==> config.mk <==
export PLATFORM = sky130hd
export DESIGN_NAME = ale_find_first
export DESIGN_NICKNAME = d
export VERILOG_FILES = /design/src/rtl/ale_find_first.sv
export SDC_FILE = /design/constraint.sdc
export NUM_CORES = 1
export LEC_CHECK = 0
export CAP_MARGIN = 0
export CORE_ASPECT_RATIO = 0.9
export CORE_MARGIN = 2
export CORE_UTILIZATION = 33
export DETAILED_ROUTE_END_ITERATION = 10
export DONT_BUFFER_PORTS = 1
export GPL_ROUTABILITY_DRIVEN = 0
export RECOVER_POWER = 50
export SLEW_MARGIN = 20
export SYNTH_ARGS = -nofsm -noshare
export SYNTH_HDL_FRONTEND = slang
export SYNTH_SLANG_ARGS = --single-unit
==> constraint.sdc <==
create_clock -name vclk -period 3.3
set_clock_uncertainty 0.2 [all_clocks]
set_input_delay 0.33 -clock vclk [all_inputs]
set_output_delay 0.33 -clock vclk [all_outputs]
set_load 0.02 [all_outputs]
==> src/rtl/ale_find_first.sv <==
// Lowest-index finder over the registered per-cell match flags.
// Depends on nothing outside this file.
`default_nettype none

module ale_find_first #(
	parameter int N  = 64,
	parameter int IW = 6
) (
	input  wire [N-1:0]  flags,
	output logic         found,
	output logic [IW-1:0] idx
);

	always_comb begin
		found = 1'b0;
		idx   = '0;
		for (int i = N - 1; i >= 0; i--) begin
			if (flags[i]) begin
				found = 1'b1;
				idx   = IW'(i);
			end
		end
	end

endmodule

`default_nettype wire

## Yosys cells after proc, flatten, opt, wreduce, memory -nomap -nowiden

Index checks and enable logic that the tools add are counted.

| word-level totals | value |
|---|---|
| register bits after elaboration | 0 |
| input bits | 64 |

| operators by class | value |
|---|---|
| multiplexer cells | 128 |

Operators with widths:

| kind | count |
|---|---|
| $mux W6 | 64 |
| $mux W1 | 64 |

## Longest topological paths before layout

| logic depth | value |
|---|---|
| word-level depth | 64 |
| gate-level depth with buffers | 6 |
| mapped depth without buffers | 6 |

## Worst setup path after synthesis

OpenSTA, ideal clock, no wires.

| timing path | value |
|---|---|
| kind | in2out |
| start point | in flags[56] |
| end point | out idx[2] |
| cell stages on the path | 6 |
| arrival | 1.665 ns |
| path slack | 1.105 ns |
| path buffers | 0 |
| cell sequence | or4_4 o21ai_1 a21oi_1 o21ai_1 o2111ai_1 a21boi_1 |

| on the way | value |
|---|---|
| cells in the longest elaborated chain, start to end | 57 |

Ends and longest elaborated chain:

| item | line | source |
|---|---|---|
| start: declaration | 9 | `input wire [N-1:0] flags,` |
| $mux W6 (57 in series) | 18 | `if (flags[i]) begin` |
| end: declaration | 11 | `output logic [IW-1:0] idx` |

Every way passes these cells.

## Worst setup path after layout

Same ends and word-level chain as after synthesis.

==> results_dict.tcl <==
set metrics [dict create \
    crit_fanout 3 \
    grt_use_total_pct 17.0 \
    vias 1069 \
    core_area_um2 2180 \
    grt_pass1_vias 1052 \
    wl_per_cell_um 14.4 \
    die_h_um 49.6 \
    syn_nets 204 \
    io_pins 71 \
    rsz0062_at_grt "no" \
    critPathMaxStageDelay_ns 0.53 \
    final_cell_mix "29 x nor2_1, 15 x nor4_1, 13 x a21oi_1, 12 x inv_1, 11 x nor3_1" \
    ir_drop_mv 0.0238 \
    crit_path_end_kind "primary output" \
    arrival_ns 1.80 \
    cp.required_ns 2.77 \
    tightest_slew_ns 0.830 \
    syn_to_final_growth_pct 3.93 \
    maxCapViolCount 0 \
    crit_family "compound AO/OA/AOI/OAI gates" \
    slew_headroom_pct 44.6 \
    seq_cells 0 \
    drt_iter0_markers 16 \
    synth.distinct_cells 34 \
    ys_seq_area_share_pct 0 \
    drc 0 \
    hp-class "in -> out" \
    grt_overflow 0 \
    slowest_stage "or4_1" \
    drive_gt1_share_pct 2.14 \
    port_buffers 0 \
    fmaxAchievable_mhz 430 \
    synth_warnings 0 \
    vias_per_cell 6.40 \
    crit_type "in -> out" \
    hold_viol_final 0 \
    setup_viol 0 \
    status "complete, no violations" \
    dpl.hpwl_um 2210 \
    syn_area_um2 763 \
    startpoint_type "input port" \
    drt_first_pass_iters 4 \
    finalNetCount 206 \
    die-area_um2 2710 \
    clock_buffers 0 \
    drv_slew 0 \
    min_period_ns 2.33 \
    grt_pass1_wl_um 3670 \
    p_leak_nw 0.238 \
    worstPathCellList "or4_1 -> o21ai_1 -> a21oi_1 -> o21ai_1 -> o2111ai_1 -> a21boi_1" \
    ant_nets 0 \
    initial_utilization_pct 35.0 \
    layout_commonest_cell "nor2_1" \
    ctsResizeCount 0 \
    grt_max_degree 6 \
    cp_num_buf_inv 0 \
    p_per_area_nw_per_um2 58.0 \
    fin_tns_setup_ns 0 \
    ctsHoldBuffers 0 \
    crit_top_cell "o21ai_1" \
    cts_setup_buffers 0 \
    register_area_um2 0 \
    placed_cell_area_um2 797 \
    antenna_found_initial 0 \
    design_area_um2 793 \
    chipWidth_um 54.7 \
    wirelength_um 2410 \
    netlist_instances 140 \
    antenna_cells 0 \
    syn_area_per_cell_um2 5.45 \
    rows 16 \
    fin_crit_sh_pct 70.5 \
]
routing by layer:
layer  GRT usage (%)  vias to the layer above  wire length, µm
met5               0                        -                0
met2            33.5                       61             1120
li1                -                      551                -
met3            1.82                        2              279
met1            19.8                      455             1010
met4               0                        0                2
per-stage QoR:
step / setup WS (ns) / utilization [%] / hold slack (ns) / power, mW / std cells
global route: 0.857 / 36.4 / 0.710 / 0.0527 / 167
CTS: 0.979 / 36.5 / 0.699 / 0.0467 / 167
detailed placement: 0.989 / 36.5 / 0.698 / 0.0464 / 167
floorplan: 1.11 / - / 0.638 / 0.0394 / 140
finish: 0.972 / 36.4 / 0.691 / 0.0460 / 167
global placement: 0.987 / 36.5 / 0.696 / 0.0457 / 167
path summary, 6_finish.rpt:
check,depth (start not counted),from,slack (ns),to
worst max-delay path,6,flags[56],0.97,idx[2]
worst min-delay path,2,flags[0],0.69,idx[2]
logic make-up (layout without fill, tap and decap cells):
group	after synthesis	count (layout)	synth area share, %
buffers and inverters	12	12	5.90
AOI/OAI and AO/OA	46	46	39.0
and+or+nand+nor	82	82	55.1
synthesized netlist by cell type:
master / count / area [µm²]
nor2_1: 29 / 109
nor4_1: 15 / 93.8
a21oi_1: 13 / 65.1
inv_1: 12 / 45.0
nor3_1: 11 / 55.1
nand2_1: 8 / 30.0
o21ai_0: 8 / 40.0
nand3_1: 4 / 20.0
o21ai_1: 4 / 20.0
nor2b_1: 3 / 18.8
or4_4: 3 / 33.8
a311oi_1: 2 / 17.5
a31oi_1: 2 / 12.5
and3_1: 2 / 12.5
nand4_1: 2 / 12.5
o211ai_1: 2 / 15.0
o311ai_1: 2 / 17.5
o31ai_1: 2 / 15.0
a2111oi_0: 1 / 8.76
a2111oi_1: 1 / 10.0
a21boi_1: 1 / 7.51
a221oi_1: 1 / 8.76
a41oi_1: 1 / 8.76
and4_1: 1 / 8.76
nand2b_1: 1 / 6.26
nor2_2: 1 / 6.26
o2111ai_1: 1 / 8.76
o21a_1: 1 / 7.51
o21bai_1: 1 / 7.51
o221ai_1: 1 / 8.76
o2bb2ai_1: 1 / 8.76
o311a_1: 1 / 10.0
or2_1: 1 / 6.26
or4_1: 1 / 7.51
cell type report:
| class | count | area, µm² |
|---|---|---|
| Tap cell | 27 | 33.8 |
| Inverter | 12 | 45.0 |
| Fill cell | 254 | 1390 |
| Multi-Input combinational cell | 128 | 714 |
report_power, final:
group	switching (mW)	leakage [nW]	internal, mW	total, mW
clock	0	0	0	0
combinational	0.0252	0.238	0.0208	0.0460
sequential	0	0	0	0
Power figures use the tool's default switching activity.
