==> src/rtl/ale_pkg.sv <==
// Shared types and codes for the array list engine.
// Depends on nothing; used by ale_cell and array_list_engine_unit.
`default_nettype none

package ale_pkg;

	typedef enum logic [1:0] {
		OP_INSERT = 2'd0,
		OP_DELETE = 2'd1,
		OP_LOCATE = 2'd2,
		OP_SORTED = 2'd3
	} op_t;

	typedef enum logic [1:0] {
		ST_OK       = 2'd0,
		ST_BADPOS   = 2'd1,
		ST_FULL     = 2'd2,
		ST_NOTFOUND = 2'd3
	} status_t;

	// Shift command broadcast to every cell of the chain.
	typedef struct packed {
		logic ins;
		logic del;
	} shift_cmd_t;

	localparam int unsigned DATA_W = 32;

endpackage

`default_nettype wire

==> src/rtl/ale_cell.sv <==
// One storage cell of the list chain: holds one element and its compare flags.
// Depends on ale_pkg.
`default_nettype none

module ale_cell #(
	parameter int IW  = 6,
	parameter int IDX = 0
) (
	input  wire                            clk,
	input  wire                            capture,
	input  wire signed [ale_pkg::DATA_W-1:0] probe,
	input  wire ale_pkg::shift_cmd_t       cmd,
	input  wire        [IW-1:0]            at_idx,
	input  wire signed [ale_pkg::DATA_W-1:0] ins_val,
	input  wire signed [ale_pkg::DATA_W-1:0] left_val,
	input  wire signed [ale_pkg::DATA_W-1:0] right_val,
	output logic signed [ale_pkg::DATA_W-1:0] elem,
	output logic                           eq,
	output logic                           lt
);

	localparam logic [IW-1:0] MY_IDX = IW'(IDX);

	logic signed [ale_pkg::DATA_W-1:0] elem_q;
	logic eq_q;
	logic lt_q;

	always_ff @(posedge clk) begin
		if (capture) begin
			eq_q <= (elem_q == probe);
			lt_q <= (elem_q < probe);
		end
	end

	always_ff @(posedge clk) begin
		if (cmd.ins) begin
			if (MY_IDX == at_idx) begin
				elem_q <= ins_val;
			end else if (MY_IDX > at_idx) begin
				elem_q <= left_val;
			end
		end else if (cmd.del) begin
			if (MY_IDX >= at_idx) begin
				elem_q <= right_val;
			end
		end
	end

	assign elem = elem_q;
	assign eq   = eq_q;
	assign lt   = lt_q;

endmodule

`default_nettype wire

==> config.mk <==
export PLATFORM = sky130hd
export DESIGN_NAME = ale_cell
export DESIGN_NICKNAME = d
export VERILOG_FILES = /design/src/rtl/ale_pkg.sv /design/src/rtl/ale_cell.sv
export SDC_FILE = /design/constraint.sdc
export NUM_CORES = 1
export LEC_CHECK = 0
export ABC_AREA = 1
export BUFFER_PORTS_ARGS = -buffer_cell sky130_fd_sc_hd__buf_2
export CAP_MARGIN = 20
export CORE_AREA = 2 2 90 92
export DETAILED_ROUTE_END_ITERATION = 10
export DIE_AREA = 0 0 92 94
export PLACE_DENSITY = 0.68
export SETUP_SLACK_MARGIN = 0.2
export SKIP_LAST_GASP = 1
export SLEW_MARGIN = 10
export SYNTH_ARGS = -nofsm -noshare
export SYNTH_HDL_FRONTEND = slang
export SYNTH_SLANG_ARGS = --single-unit
==> constraint.sdc <==
create_clock -name clk -period 10 [get_ports clk]
set_clock_uncertainty 0.05 [all_clocks]
set_input_delay 2.5 -clock clk [delete_from_list [all_inputs] [get_ports clk]]
set_output_delay 2.5 -clock clk [all_outputs]
set_load 0.01 [all_outputs]
# --- Word-level counts from Yosys, hierarchy flattened ---
# Cells that the tools add are included.
totals:
  ff_bits: 34
  latch_bits: 0
  mem_bits_rw: 0
  rom_bits: 0
  input_bits: 138
  wordCells: 17
  mem_count: 0
op_classes:
  n_addsub: 0
  multipliers: 0
  div_mod_pow: 0
  n_lt_le_gt_ge: 3
  eq_ne: 2
  shift: 0
  muxes: 5
  bitwise: 0
  n_reduce_logical: 4
ops:
  columns: ["op", "count"]
  rows:
  - ["2-to-1 mux 32 bit", 5]
  - ["equality test 32 bit", 1]
  - ["< comparator 32 bit", 1]
  - ["greater-or-equal comparator 1 x 6 -> 1 bit, first input constant", 1]
  - ["> comparator 1 x 6 -> 1 bit, first input constant", 1]
  - ["logical NOT 6 bit", 1]
  - ["nonzero test 2 bit", 2]
  - ["inequality test 3 x 1 -> 1 bit, second input constant", 1]
  - ["AND reduction 3 bit", 1]

# --- Logic depth before layout (Yosys ltp) ---
# Gate-level depths: netlist (run 1).
logic_depth:
  word_depth: 4
  ltp_mapped: 15

# --- Least setup slack after synthesis (run 1) ---
# Ideal clock, no wire load.
synth_timing:
  path_type: "input port to flip-flop"
  startpoint: "input at_idx[5]"
  endpoint: "register elem_q, in the netlist elem[0], enable pin"
  arrival_time_ns: 4.623
  t_required_ns: 9.529
  slack_ns: 4.906
  path_stages: 4
  path_cell_list: "nor4_4 > nand2_4 > buf_6 > nor2_1"
synth_via:
  elab_chain_len: 3
synth_rtl:
  columns: ["element", "line", "text"]
  rows:
  - ["start: declaration", "ale_cell.sv:13", "input wire [IW-1:0] at_idx,"]
  - ["> comparator 1 x 6 -> 1 bit (tied with other cells)", "ale_cell.sv:39", "end else if (MY_IDX > at_idx) begin"]
  - ["inequality test 3 x 1 -> 1 bit (no source line) or nonzero test 2 bit (tied branches)", null, null]
  - ["AND reduction 3 bit (no source line) (*)", null, null]
  - ["end signal: assignment", "ale_cell.sv:38", "elem_q <= ins_val;"]
  - ["end signal: assignment", "ale_cell.sv:40", "elem_q <= left_val;"]
  - ["end signal: assignment", "ale_cell.sv:44", "elem_q <= right_val;"]
  - ["end: declaration", "ale_cell.sv:24", "logic signed [ale_pkg::DATA_W-1:0] elem_q;"]
# Every way passes the cells marked *; elsewhere a longest branch is shown, timed or not.
# A chain may end at the register's enable or synchronous reset.

# --- Worst setup path in the final report (run 1) ---
layout_timing:
  startpoint: "input at_idx[5]"
  endpoint: "register elem_q, in the netlist elem[16], enable pin"
# Same word-level chain as after synthesis.

==> metrics.md, run 1 <==
| Metric | Value |
|---|---|
| Status | finished, final reports clean |
| Clock sink total | 34 |
| Longest Clk Path Bufs | 2 |
| Initial core utilization | between 30% and 40% |
| Synthesized cell area | 2640 um2 |
| Share of cells above drive strength 1 | a little under two fifths |
| Register area share after synthesis | roughly two fifths |
| Place WS | approximately 5.2 ns |
| Top-count cell post-synth | nand2_1 |
| Skew-Pair Late Insertion Delay | between 0.2 and 0.3 ns |
| Clock buffer count from CTS | 5 |
| CP Data Required Time | approximately 9.9 ns |
| Site row count | 32 |
| Clock slew at reported path FFs | 0.07 ns |
| Clock period minus worst slack | roughly 4.5 ns |
| Worst VDD drop | 0.0000424 V |
| Syn avg cell area | 8.08 um2 |
| Slew HR | approximately two fifths |
| PnR worst setup slack | around 5.5 ns |
| R2R depth | 11 |
| Final Max Slew Viols | 0 |
| Dpl hpwl | 6320 um |
| Gr ovfl total | 0 |
| Placer Congestion | between 0.8 and 0.9 |
| Design Area, Final | between 3000 and 4000 um2 |
| Ys async rst share | 0% |
| Wirelength per Cell | 12.9 um |
| Area Overhead vs Synth | 38.2% |
| Yosys reg bits | 34 |
| HP Start | elem[31] |
| Fmax | 222 MHz |
| Post-CTS Hold Fix Bufs | 0 |
| Remaining DRCs | 0 |
| Number of distinct library cells after synthesis | 18 |
| Total track usage | between 10% and 20% |
| R2R Path Start | elem[9] |
| Unrepaired setup endpoints after global routing | no |
| Postcts setup bufs | 0 |
| Antenna-violating nets left | 0 |
| ANT cells | 0 |
| CTS tree | yes |
| Largest cells by area after synthesis | edfxtp_1, ha_1, nand2_1 |
| Worst Tran Pin Value | roughly 0.89 ns |
| Final setup viols | 0 |
| DRT Pass-1 Iters | 5 |
| Leak | about 1.9 nW |
| Crit. End Element | register |
| Fin Setup TNS | 0 ns |
| Syn Inst Count | approximately 330 |
| Die height | 94 um |
| EDFF count, synth | 34 |
| Clk root buf | clkbuf_8 |
| Max-cap violations | 0 |
| Yosys warning total | 0 |
| Initial DRC Count | 73 |
| Critical Path Source Type | input pin |
| Worst hold-check path type | register to register |
| Vias in the first global route | 2781 |
| Hold depth | 3 |
| Total number of vias | ~2900 |
| Crit Path Category | input pin to register |
| Core footprint | approximately 7600 um2 |
| Port buffer count | 171 |
| Flop-to-flop setup slack | approximately 8.2 ns |
| Die ar. | just under 9000 um2 |
| H-tree levels | 2 |
| Hold Path Sink | lt |
| Pin count of the biggest net entering global routing | 66 |
| CP arrival | ~4.4 ns |
| Die Wd | 92 um |
| Crit share post-route | 45.0% |
| CP max FO | 33 |
| CTS resizes | 0 |
| Synth cell count leaders | nand2_1, nor2_1, inv_1 |
| Final hold violations | 0 |
| Total wire length | 7670 um |
| Synth top area share | between 30% and 40% |
| Post-synth top flop | edfxtp_1 |
| Mapped Nets | ~500 |
| PD cells | 97.7 nW/um2 |
| Dpl cell area | approximately 3500 um2 |
| Reg-to-reg critical path endpoint | lt |
| Dominant cell type by area after synthesis | edfxtp_1 |
| DR vias/cell | about 4.8 |
| Final nets | between 600 and 700 |
| Initial antenna violation count | 0 |
| Top-level port count | between 150 and 200 |
| First-pass GRT wire length | 11900 um |
-- metal layers --
| layer | GRT usage [%] | share of wire (%) | vias to the layer above |
|---|---|---|---|
| li1 | - | - | 1453 |
| met1 | 21.1 | 42 | 1282 |
| met2 | 31.0 | 50 | 106 |
| met3 | 2.57 | 6.1 | 12 |
| met4 | 6.47 | 1.9 | 0 |
| met5 | 0 | 0 | - |
-- state kept, by name, summed over array words and instances, names as in the netlist --
name,cells
lt,1
elem,32
eq,1
-- final cells by class --
cell class,instances,area [um2]
Tap cell,102,128
Clock inverter,2,37.5
Multi-Input combinational cell,237,1370
Sequential cell,34,1020
Inverter,40,150
Timing Repair Buffer,174,878
Fill cell,764,3950
Clock buffer,6,72.6
-- worst max-delay path: stages --
cell and delay, ns:
buf_2 0.11, nor4_4 0.25, buf_4 0.38, nand2_4 0.31
nor2_4 0.78
-- cell usage in the layout, fill, tap and decap left out --
cell and instances:
a21o_1 1, a21oi_1 13, a31oi_1 32, buf_2 171, buf_4 3, bufinv_16 1, clkbuf_1 1, clkbuf_8 5
clkinvlp_4 1, edfxtp_1 34, ha_1 32, inv_1 40, nand2_1 68, nand2_4 1, nand3_1 35, nand4_1 3
nor2_1 43, nor2_2 1, nor2_4 1, nor3_1 3, nor4_4 1, o21a_1 1, o21ai_0 2
-- worst max-delay path by stage --
stage / to / cells past startpoint / from / slack (ns)
6_report: elem[16] / 5 / at_idx[5] / 5.50
5_1_grt: elem[16] / 5 / at_idx[5] / 5.38
4_1_cts: elem[11] / 5 / at_idx[5] / 5.50
3_5_place_dp: elem[11] / 5 / at_idx[5] / 5.20
3_3_place_gp: elem[16] / 5 / at_idx[5] / 5.25
2_1_floorplan: elem[0] / 4 / at_idx[5] / 4.91
-- where the power goes --
group / internal [W] / leakage (nW) / switching [W] / total [W]
Clock: 0.0000743 / 0.0514 / 0.0000504 / 0.000125
Combinational: 0.0000355 / 1.57 / 0.0000358 / 0.0000713
Sequential: 0.000160 / 0.318 / 0.000000959 / 0.000161
-- per-stage QoR --
stage	power [W]	hold slack, ns	std cells	util [%]
after CTS	0.000360	0.827	595	48.0
after floorplan	0.000199	0.742	327	-
after detailed placement	0.000235	0.803	587	46.6
after global routing	0.000377	0.883	595	48.0
final	0.000357	0.819	595	48.0
after global placement	0.000234	0.778	587	46.6
-- kinds of logic after synthesis --
| kind of cell | after synthesis | synth area share, % |
|---|---|---|
| AO/OA/AOI/OAI | 49 | 11.0 |
| AND/OR/NAND/NOR | 156 | 25.2 |
| adder cells (fa/ha/maj) | 32 | 15.1 |
| flip-flops | 34 | 38.6 |
| buffers and inverters | 56 | 10.1 |
No activity file was read; power rests on OpenSTA's default activity.
==> run 2, diff against run 1 <==
==> constraint.sdc (replaced) <==
create_clock -name clk -period 4.4 [get_ports clk]
set_clock_uncertainty 0.05 [all_clocks]
set_input_delay 1.1 -clock clk [delete_from_list [all_inputs] [get_ports clk]]
set_output_delay 1.1 -clock clk [all_outputs]
set_load 0.01 [all_outputs]
==> metrics.md, run 2 (synthesized netlist as in run 1, its figures left out) <==
| Metric | Value |
|---|---|
| CTS resizes | 0 (unchanged) |
| Core footprint | 7610 um2 (unchanged) |
| Leading cell type in the layout, fill and taps excluded | buf_2 (unchanged) |
| Final Util | 47.7% (was 48.0%) |
| Total number of vias | 2834 (was 2853) |
| Fin Setup TNS | 0 ns (unchanged) |
| R2R Path Start | elem[9] (unchanged) |
| Initial antenna violation count | 0 (unchanged) |
| Fmax | between 300 and 400 MHz |
| Unrepaired setup endpoints after global routing | no (unchanged) |
| Gr ovfl total | 0 (unchanged) |
| HP Start | elem[31] (unchanged) |
| Initial core utilization | 34.8% (unchanged) |
| Crit. Startpoint | at_idx[5] (unchanged) |
| Vias in the first global route | 2639 (was 2781) |
| Post-CTS Hold Fix Bufs | 0 (unchanged) |
| Max reg flops | 32 (unchanged) |
| DR top layer | met4 (unchanged) |
| Crit Path Category | input pin to register (unchanged) |
| Leak | 1.93 nW (was 1.94 nW) |
| DR WL met3 | 497 um (was 470 um) |
| Clk root buf | clkbuf_8 (unchanged) |
| Final Max Slew Viols | 0 (unchanged) |
| Worst hold-check path type | register to register (unchanged) |
| Crit. End Element | register (unchanged) |
| Site row count | 32 (unchanged) |
| Longest Clk Path Bufs | 2 (unchanged) |
| Met2 WL | 3750 um (was 3820 um) |
| Die ar. | 8650 um2 (unchanged) |
| Most frequent cells in the layout | buf_2, nand2_1, nor2_1 (unchanged) |
| Dpl cell area | 3540 um2 (unchanged) |
| Final hold violations | 0 (unchanged) |
| First-pass GRT wire length | 11600 um (was 11900 um) |
| Pin count of the biggest net entering global routing | 65 (was 66) |
| Top-level port count | 172 (unchanged) |
| Final setup viols | 0 (unchanged) |
| Final nets | 662 (unchanged) |
| Slew HR | 42.2% (was 40.3%) |
| Clock period minus worst slack | around 3.1 ns |
| Worst Tran Pin Value | 0.865 ns (was 0.894 ns) |
| Worst VDD drop | 0.000103 V (was 0.0000424 V) |
| Clock sink total | 34 (unchanged) |
| CP arrival | 2.94 ns (was 4.36 ns) |
| CP max FO | 33 (unchanged) |
| Dpl hpwl | 6220 um (was 6320 um) |
| Antenna-violating nets left | 0 (unchanged) |
| Fillers | 747 (was 764) |
| Clock slew at reported path FFs | 0.07 ns (about the same) |
| Multi-input gate area | 1370 um2 (unchanged) |
| Die height | 94 um (unchanged) |
| Port buffer count | 171 (unchanged) |
| FF+latch area | 1020 um2 (unchanged) |
| Postcts setup bufs | 0 (unchanged) |
| ANT cells | 0 (unchanged) |
| Hold_ws | 0.804 ns (was 0.819 ns) |
| Status | finished, final reports clean (unchanged) |
| H-tree levels | 2 (unchanged) |
| CP Data Required Time | 4.25 ns (was 9.86 ns) |
| Total track usage | 16.9% (was 17.3%) |
| Critical Path Source Type | input pin (unchanged) |
| Design Area, Final | 3630 um2 (was 3650 um2) |
| Total wire length | 7590 um (was 7670 um) |
| Wirelength per Cell | 12.8 um (was 12.9 um) |
| Die Wd | 92 um (unchanged) |
| CTS tree | yes (unchanged) |
| Initial DRC Count | 97 (was 73) |
| Max-cap violations | 0 (unchanged) |
| DRT Pass-1 Iters | 4 (was 5) |
| Area Overhead vs Synth | 37.2% (was 38.2%) |
| Crit share post-route | 70.2% |
| Placer Congestion | 0.877 (was 0.850) |
| Skew-Pair Late Insertion Delay | 0.28 ns (was 0.29 ns) |
| Wl on met1 | 3220 um (about the same) |
| Share of cells above drive strength 1 | 37.5% (unchanged) |
| Remaining DRCs | 0 (unchanged) |
| Clock buffer count from CTS | 5 (unchanged) |
| DR vias/cell | 4.76 (was 4.79) |
| PD cells | 207 nW/um2 (was 97.7 nW/um2) |
run 2: cell count changes in the layout (fill, tap and decap cells not counted):
cell and change:
clkinv_2 +1, clkbuf_1 -1, clkinv_1 +1, bufinv_16 -1
run 2: metal layers:
layer | GRT usage [%] | up-vias
li1 | - | 1448
met1 | 21.0 | 1255
met2 | 30.3 | 121
met3 | 2.65 | 10
met4 | 5.10 | 0
met5 | 0 | -
run 2: worst paths after layout:
| kind | end | slack [ns] | cells after the start |
|---|---|---|---|
| worst max register to register | lt | 2.63 | 8 |
| worst min register to register | lt | 0.80 | 3 |
| worst max-delay path | elem[16] | 1.31 | 5 |
| worst min-delay path | lt | 0.80 | 3 |
run 2: cell type report:
cell class | instances | area share [%]
multi-input cells | 237 | 37.7
flip-flops and latches | 34 | 28.1
repair buffers | 174 | 24.2
inverters | 40 | 4.14
well taps | 102 | 3.52
clock buffers | 5 | 1.90
clock inverters | 3 | 0.448
run 2: where the power goes:
part | internal [W] | total (W) | switching (W) | leakage, nW
logic | 0.0000807 | 0.000162 | 0.0000808 | 1.57
clock network | 0.000108 | 0.000223 | 0.000115 | 0.0416
registers | 0.000363 | 0.000365 | 0.00000207 | 0.318
total | 0.000552 | 0.000750 | 0.000198 | 1.93
run 2: metrics by stage:
| stage | worst slack [ns] | std cells | total power (W) |
|---|---|---|---|
| finish | 1.31 | 595 | 0.000750 |
| global route | 1.17 | 595 | 0.000795 |
| CTS | 1.29 | 595 | 0.000759 |
| detailed placement | 0.972 | 587 | 0.000535 |
| global placement | 1.02 | 587 | 0.000531 |
| floorplan | 0.706 | 327 | 0.000453 |
run 2: critical path: stages:
cell,delay (ns)
buf_2,0.11
nor4_4,0.26
buf_4,0.37
nand2_4,0.31
nor2_4,0.75
==> run 3, diff against run 2 <==
==> constraint.sdc (replaced) <==
create_clock -name clk -period 2.94 [get_ports clk]
set_clock_uncertainty 0.05 [all_clocks]
set_input_delay 0.735 -clock clk [delete_from_list [all_inputs] [get_ports clk]]
set_output_delay 0.735 -clock clk [all_outputs]
set_load 0.01 [all_outputs]
==> metrics.md, run 3 (synthesized netlist as in run 1, its figures left out) <==
| Metric | Value |
|---|---|
| Status | finished, final reports clean (unchanged) |
| Most frequent cells in the layout | buf_2, nand2_1, nor2_1 (unchanged) |
| CP Data Required Time | 2.93 ns (was 4.25 ns) |
| Leading cell type in the layout, fill and taps excluded | buf_2 (unchanged) |
| Worst VDD drop | 0.000175 V (was 0.000103 V) |
| Area Overhead vs Synth | 39.2% (was 37.2%) |
| Critical Path Source Type | input pin (unchanged) |
| Total track usage | 17.6% (was 16.9%) |
| Initial antenna violation count | 0 (unchanged) |
| CTS resizes | 0 (unchanged) |
| HP Start | capture (was elem[31]) |
| Internal Power | 0.000917 W (was 0.000552 W) |
| Critical path cell sequence | buf_2 -> inv_1 -> ha_1 -> a21oi_1 -> o21a_1 -> nand2_1 -> a21oi_1 -> nand2_1 -> nand2_1 -> nand2_1 (was buf_2 -> nor4_4 -> buf_4 -> nand2_4 -> nor2_4) |
| Largest stage delay, worst path | 0.33 ns (was 0.75 ns) |
| Skew-Pair Late Insertion Delay | 0.29 ns (was 0.28 ns) |
| Initial DRC Count | 82 (was 97) |
| Leak | 1.95 nW (was 1.93 nW) |
| R2R Path Start | elem[31] (was elem[9]) |
| Vias in the first global route | 2703 (was 2639) |
| Fmax | 527 MHz |
| Port buffer count | 171 (unchanged) |
| CTS tree | yes (unchanged) |
| PnR worst setup slack | 1.04 ns (was 1.31 ns) |
| DRT Pass-1 Iters | 4 (unchanged) |
| Clk root buf | clkbuf_8 (unchanged) |
| Final Max Slew Viols | 0 (unchanged) |
| PD cells | 331 nW/um2 (was 207 nW/um2) |
| Die Wd | 92 um (unchanged) |
| Slew HR | 61.0% (was 42.2%) |
| ANT cells | 0 (unchanged) |
| Initial core utilization | 34.8% (unchanged) |
| Dpl cell area | 3570 um2 (was 3540 um2) |
| Pin count of the biggest net entering global routing | 65 (unchanged) |
| Worst Tran Pin Value | 0.584 ns (was 0.865 ns) |
| Crit. Startpoint | probe[31] (was at_idx[5]) |
| Site row count | 32 (unchanged) |
| DR vias/cell | 4.72 (was 4.76) |
| Fin Setup TNS | 0 ns (unchanged) |
| Sw Pwr | 0.000300 W (was 0.000198 W) |
| Clock sink total | 34 (unchanged) |
| CP max-delay cell | ha_1 (was nor2_4) |
| CP arrival | 1.89 ns (was 2.94 ns) |
| Clock buffer count from CTS | 5 (unchanged) |
| Crit Path Category | input pin to register (unchanged) |
| Combinational Power Share | 19.8% (was 21.5%) |
| Antenna-violating nets left | 0 (unchanged) |
| Die ar. | 8650 um2 (unchanged) |
| Remaining DRCs | 0 (unchanged) |
| Clock group share of total power | 35.3% (was 29.8%) |
| Total number of vias | 2820 (was 2834) |
| Fillers | 788 (was 747) |
| Die height | 94 um (unchanged) |
| Top-level port count | 172 (unchanged) |
| Design Area, Final | 3680 um2 (was 3630 um2) |
| H-tree levels | 2 (unchanged) |
| Overall Power | 0.00122 W (was 0.000750 W) |
| Clock period minus worst slack | approximately 1.9 ns |
| First-pass GRT wire length | 12000 um (was 11600 um) |
| Unrepaired setup endpoints after global routing | no (unchanged) |
| Placer Congestion | 0.892 (was 0.877) |
| Place WS | 0.770 ns (was 0.972 ns) |
| Crit. End Element | register (unchanged) |
| CP max FO | 4 (was 33) |
| Share of cells above drive strength 1 | 38.1% (was 37.5%) |
| Final nets | 665 (was 662) |
| Wirelength per Cell | 12.8 um (about the same) |
| Postcts setup bufs | 0 (unchanged) |
| Core footprint | 7610 um2 (unchanged) |
| Switching Fraction | 24.7% (was 26.4%) |
| Total wire length | 7630 um (was 7590 um) |
| Gr ovfl total | 0 (unchanged) |
| Max-cap violations | 0 (unchanged) |
| Hold_ws | 0.626 ns (was 0.804 ns) |
| Max reg flops | 32 (unchanged) |
| Final setup viols | 0 (unchanged) |
| Crit share post-route | roughly 65% |
| Sequential power share | 44.9% (was 48.7%) |
| Worst hold-check path type | input pin to register (was register to register) |
| Clock slew at reported path FFs | 0.06 ns (was 0.07 ns) |
| Dpl hpwl | 6360 um (was 6220 um) |
| Post-CTS Hold Fix Bufs | 0 (unchanged) |
| Most used cell, CP | nand2_1 |
| Longest Clk Path Bufs | 2 (unchanged) |
| Final hold violations | 0 (unchanged) |
## run 3: cell count changes in the layout (fill, tap and decap cells not counted)
cell and change:
clkinv_1 -1, bufinv_16 +1, clkinv_2 -1, buf_4 +3, clkinvlp_4 +1
## run 3: routing by layer
metal / wire length (um) / GRT usage (%) / vias to the layer above / part of all wire, %
li1: - / - / 1460 / -
met1: 3260 / 20.9 / 1248 / 43
met2: 3710 / 31.5 / 96 / 49
met3: 453 / 3.45 / 16 / 5.9
met4: 208 / 6.59 / 0 / 2.7
met5: 0 / 0 / - / 0
## run 3: cell type report
type | count | area (um2) | share of cell area, %
multi-input cells | 237 | 1370 | 37.1
flip-flops and latches | 34 | 1020 | 27.7
repair buffers | 177 | 901 | 24.5
inverters | 40 | 150 | 4.08
well taps | 102 | 128 | 3.47
clock buffers | 5 | 68.8 | 1.87
clock inverters | 3 | 45.0 | 1.22
## run 3: worst max-delay path, delay by kind of cell
kind	cells	cell delay, ns
AO/OA/AOI/OAI	3	0.49
adder cells (fa/ha/maj)	1	0.33
AND/OR/NAND/NOR	4	0.23
buffers and inverters	2	0.11
## run 3: final timing paths
path | to | slack, ns | cells past startpoint
setup reg to reg | lt | 1.16 | 8
hold / removal | lt | 0.63 | 1
hold reg to reg | lt | 0.80 | 3
setup / recovery | lt | 1.04 | 10
## run 3: per-stage QoR
step                std cells  util, %
global placement          590     46.9
finish                    598     48.4
global route              598     48.4
floorplan                 327        -
CTS                       598     48.4
detailed placement        590     46.9
## run 3: power groups by stage
stage	combinational [W]	sequential (W)	clock [W]
3_5_place_dp	0.000242	0.000558	0
4_1_cts	0.000244	0.000547	0.000440
5_1_grt	0.000275	0.000547	0.000458
2_1_floorplan	0.000119	0.000560	0
3_3_place_gp	0.000237	0.000558	0
6_report	0.000241	0.000547	0.000430
